`src/hw/rtl/nctrk_pkg.sv`:
```
`default_nettype none

package nctrk_pkg;

    // configuration register indexes
    localparam int CFG_IDX_W = 1;
    localparam logic [CFG_IDX_W-1:0] REG_MAX_OFFSET_X = 1'd0;
    localparam logic [CFG_IDX_W-1:0] REG_MAX_OFFSET_Y = 1'd1;

    // corner order inside a packed box
    localparam int BOX_MIN_X = 0;
    localparam int BOX_MIN_Y = 1;
    localparam int BOX_MAX_X = 2;
    localparam int BOX_MAX_Y = 3;

    // results that may be outstanding between input and output
    localparam int RESULT_DEPTH = 8;
    localparam int RESULT_CNT_W = $clog2(RESULT_DEPTH + 1);
    localparam int RESULT_PTR_W = $clog2(RESULT_DEPTH);

    typedef struct packed {
        logic close;
        logic frame_end;
    } event_t;

endpackage

`default_nettype wire

```
`src/hw/rtl/nctrk_accum.sv`:
```
`default_nettype none

module nctrk_accum
    import nctrk_pkg::*;
#(
    parameter int COORD_BITS = 12
)
(
    input  wire logic                       clk,
    input  wire logic                       rst_n,
    input  wire logic                       in_accept,
    input  wire logic [COORD_BITS-1:0]      point_x,
    input  wire logic [COORD_BITS-1:0]      point_y,
    input  wire logic                       contour_last,
    input  wire logic                       frame_last,
    input  wire logic                       no_contours,
    input  wire logic [COORD_BITS-1:0]      ref_x,
    input  wire logic [COORD_BITS-1:0]      ref_y,
    output event_t                          ev,
    output logic [3:0][COORD_BITS-1:0]      box,
    output logic [COORD_BITS-1:0]           pos_x,
    output logic [COORD_BITS-1:0]           pos_y
);

    logic [3:0][COORD_BITS-1:0] cur_box_reg, cur_box_next;
    logic [COORD_BITS-1:0]      ref_x_reg, ref_x_next;
    logic [COORD_BITS-1:0]      ref_y_reg, ref_y_next;
    logic                       at_frame_start_reg;
    logic                       at_contour_start_reg;
    logic                       open_after;
    event_t                     ev_next;
    event_t                     ev_reg;
    logic [3:0][COORD_BITS-1:0] box_reg;
    logic [COORD_BITS-1:0]      pos_x_reg, pos_y_reg;

    always_comb
    begin
        cur_box_next = cur_box_reg;
        ref_x_next   = at_frame_start_reg ? ref_x : ref_x_reg;
        ref_y_next   = at_frame_start_reg ? ref_y : ref_y_reg;
        open_after   = !at_contour_start_reg;
        if (!no_contours)
        begin
            if (at_contour_start_reg)
            begin
                cur_box_next[BOX_MIN_X] = point_x;
                cur_box_next[BOX_MIN_Y] = point_y;
                cur_box_next[BOX_MAX_X] = point_x;
                cur_box_next[BOX_MAX_Y] = point_y;
            end
            else
            begin
                if (point_x < cur_box_reg[BOX_MIN_X])
                    cur_box_next[BOX_MIN_X] = point_x;
                if (point_y < cur_box_reg[BOX_MIN_Y])
                    cur_box_next[BOX_MIN_Y] = point_y;
                if (point_x > cur_box_reg[BOX_MAX_X])
                    cur_box_next[BOX_MAX_X] = point_x;
                if (point_y > cur_box_reg[BOX_MAX_Y])
                    cur_box_next[BOX_MAX_Y] = point_y;
            end
            open_after = !contour_last;
        end
        // a contour left open at frame end is closed with the frame
        ev_next.close     = (!no_contours && contour_last) || (frame_last && open_after);
        ev_next.frame_end = frame_last;
    end

    always_ff @(posedge clk or negedge rst_n)
    begin
        if (!rst_n)
        begin
            at_frame_start_reg   <= 1'b1;
            at_contour_start_reg <= 1'b1;
            ev_reg               <= '0;
        end
        else
        begin
            ev_reg <= in_accept ? ev_next : '0;
            if (in_accept)
            begin
                at_frame_start_reg   <= frame_last;
                at_contour_start_reg <= frame_last || !open_after;
            end
        end
    end

    always_ff @(posedge clk)
    begin
        if (in_accept)
        begin
            cur_box_reg <= cur_box_next;
            ref_x_reg   <= ref_x_next;
            ref_y_reg   <= ref_y_next;
            box_reg     <= cur_box_next;
            pos_x_reg   <= ref_x_next;
            pos_y_reg   <= ref_y_next;
        end
    end

    assign ev    = ev_reg;
    assign box   = box_reg;
    assign pos_x = pos_x_reg;
    assign pos_y = pos_y_reg;

endmodule

`default_nettype wire

```
`src/hw/rtl/nctrk_dist.sv`:
```
`default_nettype none

module nctrk_dist
    import nctrk_pkg::*;
#(
    parameter int COORD_BITS = 12
)
(
    input  wire logic                       clk,
    input  wire logic                       rst_n,
    input  event_t                          in_ev,
    input  wire logic [3:0][COORD_BITS-1:0] in_box,
    input  wire logic [COORD_BITS-1:0]      pos_x,
    input  wire logic [COORD_BITS-1:0]      pos_y,
    output event_t                          ev,
    output logic [3:0][COORD_BITS-1:0]      box,
    output logic [COORD_BITS-1:0]           cx,
    output logic [COORD_BITS-1:0]           cy,
    output logic [COORD_BITS-1:0]           dx,
    output logic [COORD_BITS-1:0]           dy,
    output logic [2*COORD_BITS-1:0]         dx2,
    output logic [2*COORD_BITS-1:0]         dy2
);

    localparam int CW   = COORD_BITS + 1;
    localparam int SQ_W = 2 * COORD_BITS;

    function automatic logic [COORD_BITS-1:0] centre(input logic [COORD_BITS-1:0] lo,
                                                     input logic [COORD_BITS-1:0] hi);
        logic [CW-1:0] span;
        logic [CW-1:0] sum;
        span = CW'(hi) - CW'(lo) + CW'(1);
        sum  = CW'(lo) + (span >> 1);
        return sum[COORD_BITS-1:0];
    endfunction

    function automatic logic [COORD_BITS-1:0] abs_diff(input logic [COORD_BITS-1:0] a,
                                                       input logic [COORD_BITS-1:0] b);
        return (a >= b) ? a - b : b - a;
    endfunction

    logic [COORD_BITS-1:0]      cx_next, cy_next;
    event_t                     ev1_reg, ev2_reg;
    logic [3:0][COORD_BITS-1:0] box1_reg, box2_reg;
    logic [COORD_BITS-1:0]      cx1_reg, cy1_reg, cx2_reg, cy2_reg;
    logic [COORD_BITS-1:0]      dx1_reg, dy1_reg, dx2_d_reg, dy2_d_reg;
    logic [SQ_W-1:0]            dx_sq_reg, dy_sq_reg;

    assign cx_next = centre(in_box[BOX_MIN_X], in_box[BOX_MAX_X]);
    assign cy_next = centre(in_box[BOX_MIN_Y], in_box[BOX_MAX_Y]);

    always_ff @(posedge clk or negedge rst_n)
    begin
        if (!rst_n)
        begin
            ev1_reg <= '0;
            ev2_reg <= '0;
        end
        else
        begin
            ev1_reg <= in_ev;
            ev2_reg <= ev1_reg;
        end
    end

    // centre and offset, then squares
    always_ff @(posedge clk)
    begin
        box1_reg  <= in_box;
        cx1_reg   <= cx_next;
        cy1_reg   <= cy_next;
        dx1_reg   <= abs_diff(cx_next, pos_x);
        dy1_reg   <= abs_diff(cy_next, pos_y);
        box2_reg  <= box1_reg;
        cx2_reg   <= cx1_reg;
        cy2_reg   <= cy1_reg;
        dx2_d_reg <= dx1_reg;
        dy2_d_reg <= dy1_reg;
        dx_sq_reg <= SQ_W'(dx1_reg) * SQ_W'(dx1_reg);
        dy_sq_reg <= SQ_W'(dy1_reg) * SQ_W'(dy1_reg);
    end

    assign ev  = ev2_reg;
    assign box = box2_reg;
    assign cx  = cx2_reg;
    assign cy  = cy2_reg;
    assign dx  = dx2_d_reg;
    assign dy  = dy2_d_reg;
    assign dx2 = dx_sq_reg;
    assign dy2 = dy_sq_reg;

endmodule

`default_nettype wire

```
`src/hw/rtl/nctrk_select.sv`:
```
`default_nettype none

module nctrk_select
    import nctrk_pkg::*;
#(
    parameter int COORD_BITS = 12
)
(
    input  wire logic                       clk,
    input  wire logic                       rst_n,
    input  event_t                          in_ev,
    input  wire logic [3:0][COORD_BITS-1:0] in_box,
    input  wire logic [COORD_BITS-1:0]      in_cx,
    input  wire logic [COORD_BITS-1:0]      in_cy,
    input  wire logic [COORD_BITS-1:0]      in_dx,
    input  wire logic [COORD_BITS-1:0]      in_dy,
    input  wire logic [2*COORD_BITS-1:0]    in_dx2,
    input  wire logic [2*COORD_BITS-1:0]    in_dy2,
    input  wire logic [COORD_BITS-1:0]      max_offset_x,
    input  wire logic [COORD_BITS-1:0]      max_offset_y,
    output logic                            res_valid,
    output logic                            res_detected,
    output logic [6*COORD_BITS-1:0]         res_data
);

    localparam int DIST_W = 2 * COORD_BITS + 1;

    logic [DIST_W-1:0]          sum_sq;
    logic                       take;
    logic [3:0][COORD_BITS-1:0] best_box_reg, best_box_next;
    logic [COORD_BITS-1:0]      best_cx_reg, best_cx_next;
    logic [COORD_BITS-1:0]      best_cy_reg, best_cy_next;
    logic [COORD_BITS-1:0]      best_dx_reg, best_dx_next;
    logic [COORD_BITS-1:0]      best_dy_reg, best_dy_next;
    logic [DIST_W-1:0]          best_dist_reg, best_dist_next;
    logic                       have_best_reg, have_best_next;

    logic                       out_valid_reg;
    logic                       out_have_reg;
    logic [3:0][COORD_BITS-1:0] out_box_reg;
    logic [COORD_BITS-1:0]      out_cx_reg, out_cy_reg, out_dx_reg, out_dy_reg;
    logic                       detected;

    assign sum_sq = DIST_W'(in_dx2) + DIST_W'(in_dy2);
    // strict compare keeps the earlier contour on a tie
    assign take = in_ev.close && (!have_best_reg || sum_sq < best_dist_reg);

    always_comb
    begin
        best_box_next  = take ? in_box : best_box_reg;
        best_cx_next   = take ? in_cx  : best_cx_reg;
        best_cy_next   = take ? in_cy  : best_cy_reg;
        best_dx_next   = take ? in_dx  : best_dx_reg;
        best_dy_next   = take ? in_dy  : best_dy_reg;
        best_dist_next = take ? sum_sq : best_dist_reg;
        have_best_next = have_best_reg || in_ev.close;
    end

    always_ff @(posedge clk or negedge rst_n)
    begin
        if (!rst_n)
        begin
            have_best_reg <= 1'b0;
            best_dist_reg <= '1;
            out_valid_reg <= 1'b0;
            out_have_reg  <= 1'b0;
        end
        else
        begin
            out_valid_reg <= in_ev.frame_end;
            if (in_ev.frame_end)
            begin
                out_have_reg  <= have_best_next;
                have_best_reg <= 1'b0;
                best_dist_reg <= '1;
            end
            else
            begin
                have_best_reg <= have_best_next;
                best_dist_reg <= best_dist_next;
            end
        end
    end

    always_ff @(posedge clk)
    begin
        best_box_reg <= best_box_next;
        best_cx_reg  <= best_cx_next;
        best_cy_reg  <= best_cy_next;
        best_dx_reg  <= best_dx_next;
        best_dy_reg  <= best_dy_next;
        if (in_ev.frame_end)
        begin
            out_box_reg <= best_box_next;
            out_cx_reg  <= best_cx_next;
            out_cy_reg  <= best_cy_next;
            out_dx_reg  <= best_dx_next;
            out_dy_reg  <= best_dy_next;
        end
    end

    // gate on the offset limits, fields read zero when nothing is found or it is out of limits
    assign detected = out_have_reg && (out_dx_reg <= max_offset_x)
                      && (out_dy_reg <= max_offset_y);

    assign res_valid    = out_valid_reg;
    assign res_detected = detected;
    assign res_data     = detected ? {out_cy_reg, out_cx_reg, out_box_reg} : '0;

endmodule

`default_nettype wire

```
`src/hw/rtl/nctrk_outq.sv`:
```
`default_nettype none

module nctrk_outq
    import nctrk_pkg::*;
#(
    parameter int DATA_W = 73
)
(
    input  wire logic              clk,
    input  wire logic              rst_n,
    input  wire logic              frame_in,
    output logic                   in_ready,
    input  wire logic              wr_valid,
    input  wire logic [DATA_W-1:0] wr_data,
    output logic                   rd_valid,
    input  wire logic              rd_ready,
    output logic [DATA_W-1:0]      rd_data
);

    logic [DATA_W-1:0]       mem [RESULT_DEPTH];
    logic [RESULT_PTR_W-1:0] wr_ptr_reg, rd_ptr_reg;
    logic [RESULT_CNT_W-1:0] count_reg, count_next;
    logic [RESULT_CNT_W-1:0] pending_reg, pending_next;
    logic                    rd_fire;

    assign rd_fire = rd_valid && rd_ready;

    always_comb
    begin
        count_next   = count_reg;
        pending_next = pending_reg;
        if (wr_valid && !rd_fire)
            count_next = count_reg + RESULT_CNT_W'(1);
        else if (!wr_valid && rd_fire)
            count_next = count_reg - RESULT_CNT_W'(1);
        // results in flight plus those queued, so a write always finds room
        if (frame_in && !rd_fire)
            pending_next = pending_reg + RESULT_CNT_W'(1);
        else if (!frame_in && rd_fire)
            pending_next = pending_reg - RESULT_CNT_W'(1);
    end

    always_ff @(posedge clk or negedge rst_n)
    begin
        if (!rst_n)
        begin
            wr_ptr_reg  <= '0;
            rd_ptr_reg  <= '0;
            count_reg   <= '0;
            pending_reg <= '0;
        end
        else
        begin
            count_reg   <= count_next;
            pending_reg <= pending_next;
            if (wr_valid)
                wr_ptr_reg <= wr_ptr_reg + RESULT_PTR_W'(1);
            if (rd_fire)
                rd_ptr_reg <= rd_ptr_reg + RESULT_PTR_W'(1);
        end
    end

    always_ff @(posedge clk)
    begin
        if (wr_valid)
            mem[wr_ptr_reg] <= wr_data;
    end

    assign in_ready = (pending_reg != RESULT_CNT_W'(RESULT_DEPTH));
    assign rd_valid = (count_reg != '0);
    assign rd_data  = mem[rd_ptr_reg];

endmodule

`default_nettype wire

```
`src/hw/rtl/nearest_contour_gated_tracker.sv`:
```
// nearest contour tracker
// the slave stream carries contour points, one item per cycle while tready is high;
// tlast marks the final item of a frame, tuser carries the contour-end and no-point
// flags, and the reference position is sampled from the first item of each frame
// per contour the running bounding box is kept; when a contour ends its box centre
// is scored by squared distance to the reference and the nearest one is held
// on every frame-end item one result item leaves on the master stream: the chosen
// box and centre in tdata, the detected flag in tuser
// throughput is one item per clock while tready is high; a result item shows after
// the frame-end item passes the bounding-box stage, the centre stage, the squaring stage,
// the nearest-contour compare and the write into the result queue
// results wait in an 8-entry queue; tready falls once 8 results are outstanding,
// so a stalled receiver only holds up input after that many frames
// max_offset_x/max_offset_y are written through the cfg port; the user must write
// them only while idle, which the block does not enforce; reset empties the queue,
// clears all frame state and sets both offset limits to all ones
`default_nettype none

module nearest_contour_gated_tracker
    import nctrk_pkg::*;
#(
    parameter int COORD_BITS = 12
)
(
    input  wire logic                       clk,
    input  wire logic                       rst_n,
    input  wire logic                       s_axis_tvalid,
    output logic                            s_axis_tready,
    // point_x, point_y, ref_x, ref_y
    input  wire logic [((4*COORD_BITS+7)/8)*8-1:0] s_axis_tdata,
    // contour_last, no_contours
    input  wire logic [1:0]                 s_axis_tuser,
    input  wire logic                       s_axis_tlast,
    output logic                            m_axis_tvalid,
    input  wire logic                       m_axis_tready,
    // box_min_x, box_min_y, box_max_x, box_max_y, center_x, center_y
    output logic [((6*COORD_BITS+7)/8)*8-1:0] m_axis_tdata,
    // detected
    output logic [0:0]                      m_axis_tuser,
    input  wire logic                       cfg_we,
    input  wire logic [CFG_IDX_W-1:0]       cfg_addr,
    input  wire logic [COORD_BITS-1:0]      cfg_wdata
);

    localparam int CB       = COORD_BITS;
    localparam int M_DATA_W = ((6*CB+7)/8)*8;
    localparam int RES_W    = 6*CB;

    logic                 in_accept;
    logic [CB-1:0]        max_offset_x_reg, max_offset_y_reg;

    event_t               a_ev;
    logic [3:0][CB-1:0]   a_box;
    logic [CB-1:0]        a_pos_x, a_pos_y;

    event_t               d_ev;
    logic [3:0][CB-1:0]   d_box;
    logic [CB-1:0]        d_cx, d_cy, d_dx, d_dy;
    logic [2*CB-1:0]      d_dx2, d_dy2;

    logic                 res_valid, res_detected;
    logic [RES_W-1:0]     res_data;
    logic [RES_W:0]       q_data;

    assign in_accept = s_axis_tvalid && s_axis_tready;

    always_ff @(posedge clk or negedge rst_n)
    begin
        if (!rst_n)
        begin
            max_offset_x_reg <= '1;
            max_offset_y_reg <= '1;
        end
        else if (cfg_we)
        begin
            case (cfg_addr)
                REG_MAX_OFFSET_X: max_offset_x_reg <= cfg_wdata;
                REG_MAX_OFFSET_Y: max_offset_y_reg <= cfg_wdata;
                default:          ;
            endcase
        end
    end

    nctrk_accum #(.COORD_BITS(CB)) u_accum (
        .clk          (clk),
        .rst_n        (rst_n),
        .in_accept    (in_accept),
        .point_x      (s_axis_tdata[CB-1:0]),
        .point_y      (s_axis_tdata[2*CB-1:CB]),
        .contour_last (s_axis_tuser[0]),
        .frame_last   (s_axis_tlast),
        .no_contours  (s_axis_tuser[1]),
        .ref_x        (s_axis_tdata[3*CB-1:2*CB]),
        .ref_y        (s_axis_tdata[4*CB-1:3*CB]),
        .ev           (a_ev),
        .box          (a_box),
        .pos_x        (a_pos_x),
        .pos_y        (a_pos_y)
    );

    nctrk_dist #(.COORD_BITS(CB)) u_dist (
        .clk    (clk),
        .rst_n  (rst_n),
        .in_ev  (a_ev),
        .in_box (a_box),
        .pos_x  (a_pos_x),
        .pos_y  (a_pos_y),
        .ev     (d_ev),
        .box    (d_box),
        .cx     (d_cx),
        .cy     (d_cy),
        .dx     (d_dx),
        .dy     (d_dy),
        .dx2    (d_dx2),
        .dy2    (d_dy2)
    );

    nctrk_select #(.COORD_BITS(CB)) u_select (
        .clk          (clk),
        .rst_n        (rst_n),
        .in_ev        (d_ev),
        .in_box       (d_box),
        .in_cx        (d_cx),
        .in_cy        (d_cy),
        .in_dx        (d_dx),
        .in_dy        (d_dy),
        .in_dx2       (d_dx2),
        .in_dy2       (d_dy2),
        .max_offset_x (max_offset_x_reg),
        .max_offset_y (max_offset_y_reg),
        .res_valid    (res_valid),
        .res_detected (res_detected),
        .res_data     (res_data)
    );

    nctrk_outq #(.DATA_W(RES_W + 1)) u_outq (
        .clk      (clk),
        .rst_n    (rst_n),
        .frame_in (in_accept && s_axis_tlast),
        .in_ready (s_axis_tready),
        .wr_valid (res_valid),
        .wr_data  ({res_detected, res_data}),
        .rd_valid (m_axis_tvalid),
        .rd_ready (m_axis_tready),
        .rd_data  (q_data)
    );

    assign m_axis_tdata    = M_DATA_W'(q_data[RES_W-1:0]);
    assign m_axis_tuser[0] = q_data[RES_W];

endmodule

`default_nettype wire
```
`config.mk`:
```
export PLATFORM = sky130hd
export DESIGN_NAME = nearest_contour_gated_tracker
export DESIGN_NICKNAME = d
export VERILOG_FILES = /design/src/hw/rtl/nctrk_pkg.sv /design/src/hw/rtl/nctrk_accum.sv /design/src/hw/rtl/nctrk_dist.sv /design/src/hw/rtl/nctrk_select.sv /design/src/hw/rtl/nctrk_outq.sv /design/src/hw/rtl/nearest_contour_gated_tracker.sv
export SDC_FILE = /design/constraint.sdc
export NUM_CORES = 2
export LEC_CHECK = 0
export ABC_CLOCK_PERIOD_IN_PS = 7200
export BUFFER_PORTS_ARGS = -buffer_cell sky130_fd_sc_hd__buf_2
export CORE_AREA = 2 2 348 350
export DETAILED_ROUTE_END_ITERATION = 8
export DIE_AREA = 0 0 350 352
export PLACE_DENSITY = 0.6
export RECOVER_POWER = 50
export SLEW_MARGIN = 10
export SYNTH_ARGS = -nofsm -noshare
export SYNTH_HDL_FRONTEND = slang
export SYNTH_SLANG_ARGS = --single-unit
```
`constraint.sdc`:
```
create_clock -name clk -period 7.2 [get_ports clk]
set_clock_uncertainty 0.15 [all_clocks]
set_input_delay 1.08 -clock clk [delete_from_list [all_inputs] [get_ports clk]]
set_output_delay 1.08 -clock clk [all_outputs]
set_load 0.02 [all_outputs]
```
==> metrics.md <==
| Metric | Value |
|---|---|
| Status | `finished with violations` |
| Failing checks | `max-capacitance violations, max-slew violations` |
| Crit share post-route | `0.869` |
| Core area | `119,000 sq um` |
| Synth Flop Type | `edfxtp_1` |
| Largest register FFs | `584` |
| FFs w/ async S/R, synth | `0.0639` |
| RSZ-0062 raised after global routing | `no` |
| Setup WS post-layout | `about 950 ps` |
| CP Capture Type | `flop` |
| Post-synthesis sequential area ratio | `0.582` |
| Count of pins over their slew limit | `826` |
| H-tree levels | `3` |
| Least-Margin Pin Slew | `between 3000 and 4000 ps` |
| DP HPWL | `about 76,000 microns` |
| Ranking of synthesized cells by area | `edfxtp_1 (42%), dfxtp_1 (12%), ha_1 (8.2%)` |
| Area of the multi-input gates | `slightly above 20,000 sq um` |
| Max Cap Violations | `24` |
| Fillcell total | `roughly 10,000` |
| Yosys warns | `0` |
| # rows | `around 130` |
| Routed WL | `approximately 110,000 microns` |
| CP Launch Type | `flop` |
| Grt ovf | `0` |
| DRC | `0` |
| TritonCTS clock tree | `done` |
| Cells after synthesis | `3,703` |
| Die W | `about 350 microns` |
| Worst Hold Endpoint | `u_dist.box[46]` |
| Worst hold margin | `160 ps` |
| Yosys top cell by area | `edfxtp_1` |
| GPL Wtd Cong | `around 0.80` |
| Post CTS Setup Buffer Count | `0` |
| Worst Hold Launch | `u_dist.box1_reg[46]` |
| DRT Pass-1 Iters | `5` |
| Critical R2R Capture | `u_dist.dx1_reg[9]` |
| Final layout net count | `about 4,500` |
| Final-report setup violation count | `0` |
| Largest net degree at the start of global routing | `83` |
| DP Worst Slack | `1120 ps` |
| Vias in the first global route | `roughly 30,000` |
| PortBufs | `143` |
| Initial antenna violation count | `16` |
| Most common cell after layout, fill and taps aside | `edfxtp_1` |
| Post-synth EDFFs | `~750` |
| Clk_lat worst skew | `about 760 ps` |
| Worst-case reg-to-reg path depth | `22` |
| Synthesized area | `about 53,000 sq um` |
| I/O pin total | `around 140` |
| Fin. Hold Viols | `0` |
| First-pass GRT wire length | `178,000 microns` |
| Area share of the largest cell type after synthesis | `0.422` |
| Critical Path Fanout Max | `17` |
| Fmax | `between 150 and 200 MHz` |
| Post-Syn Nets | `between 4,000 and 5,000` |
| Sink Count | `roughly 1,200` |
| Routed Antenna Nets | `0` |
| Post-layout minimum cycle time | `6250 ps` |
| Avg WL per Cell | `20.3 microns` |
| FF-to-FF Start | `u_accum.cur_box_reg[1]` |
| CTS Buf Count | `approximately 120` |
| Die area | `~120,000 sq um` |
| Via count | `between 20,000 and 30,000` |
| Layout cells sized above 1 | `0.182` |
| Number of register bits inferred by synthesis | `around 1,200` |
| Die height | `352 microns` |
| CP required | `around 7600 ps` |
| # hold bufs at CTS | `0` |
| 1st-iter DRT viols | `around 1,800` |
| Kind of critical path | `reg -> reg` |
| Slew margin rel. | `-1.25` |
| Synthesis-to-finish area growth | `12.3%` |
| Mapped Avg Cell Area | `about 14 sq um` |
| Reg area | `31,200 sq um` |
| Hold path depth | `0` |
| Final core utilization | `0.503` |
| Total GRT Usage | `0.189` |
| Clk buf depth | `3` |
| Avg Vias per Cell | `roughly 5.2` |
| Tightest Hold Check Type | `reg -> reg` |
| Initial Util | `0.448` |
| Root buf cell | `clkbuf_16` |
| Yosys cell types | `70` |
| Setup_tns | `0 ps` |
| Reg clk slew, reported paths | `60 ps` |
| Worst R2R Setup Slack | `950 ps` |
| Largest register by flop count | `u_outq.mem` |
| Cts repair resizes | `0` |
| CP arrival | `approximately 6700 ps` |
| Commonest non-fill, non-tap cells in the layout | `edfxtp_1 (752), inv_1 (430), ha_1 (352), dfxtp_1 (332), mux2_2 (191)` |
## metal layers
metal / wire [microns] / track usage
met1: 52000 / 0.261
met2: 55600 / 0.314
met3: 4350 / 0.0264
met4: 2150 / 0.0498
met5: 39 / 0
## logic make-up (layout without fill, tap and decap cells)
group,count (synthesis),after routing,synth area share
flip-flops,1158,1158,0.582
AND/OR/NAND/NOR,605,605,0.0591
buffers and inverters,537,836,0.0380
adder cells (fa/ha/maj),518,518,0.145
AO/OA/AOI/OAI,402,402,0.0498
multiplexers,354,354,0.105
XOR/XNOR,129,129,0.0211
other,0,3,0
## through the flow
step,std cells,instance area [sq um]
finish,5617,60100
global placement,5388,56200
CTS,5614,60200
floorplan,3703,53500
global route,5615,60100
detailed placement,5388,56200
## synthesized netlist by cell type, drive strengths merged, types with 35 or more instances
library cell / number
nand3: 35
clkbuf: 74
a21oi: 101
nor2: 93
mux4: 146
nor2b: 41
o21ai: 86
xor2: 40
inv: 430
nand2: 133
edfxtp: 752
a21o: 59
dfstp: 51
xnor2: 89
dfxtp: 332
mux2: 191
fa: 166
and2: 163
nor3: 45
ha: 352
## cell type report
class | count | share of cell area
clock buffers | 170 | 0.0575
multi-input cells | 2008 | 0.338
flip-flops and latches | 1158 | 0.519
diodes | 3 | 0.000125
inverters | 432 | 0.0270
clock inverters | 56 | 0.00994
well taps | 1612 | 0.0336
repair buffers | 178 | 0.0149
## worst max-delay path: stages (launching register included)
cell and delay, ps:
edfxtp_1 430, ha_1 310, inv_1 60, ha_1 160, inv_1 60, fa_1 450, nor2b_1 120, o21ai_0 110
a21boi_0 260, o21ai_0 140, a21boi_0 240, o21ai_0 140, nor2b_1 170, o311ai_0 340, ha_1 380, nand3_1 130
o21ai_0 100, a311oi_1 310, o311ai_1 190, ha_1 270, o41ai_4 960, mux2i_1 210, xnor2_1 380
## worst max path at each step
stage                           start           endpoint  slack, ps
6_report       u_accum.cur_box_reg[1]  u_dist.dx1_reg[9]        950
4_1_cts        u_accum.cur_box_reg[1]  u_dist.dx1_reg[9]        950
2_1_floorplan    u_outq.wr_ptr_reg[1]   u_outq.mem[0][0]        930
5_1_grt        u_accum.cur_box_reg[1]  u_dist.dx1_reg[9]        270
3_3_place_gp   u_accum.cur_box_reg[1]  u_dist.dx1_reg[9]       1210
3_5_place_dp   u_accum.cur_box_reg[1]  u_dist.dx1_reg[9]       1120
Power is not shown: default switching activity piles up to over one toggle a cycle in this logic, so the estimate is an artifact.
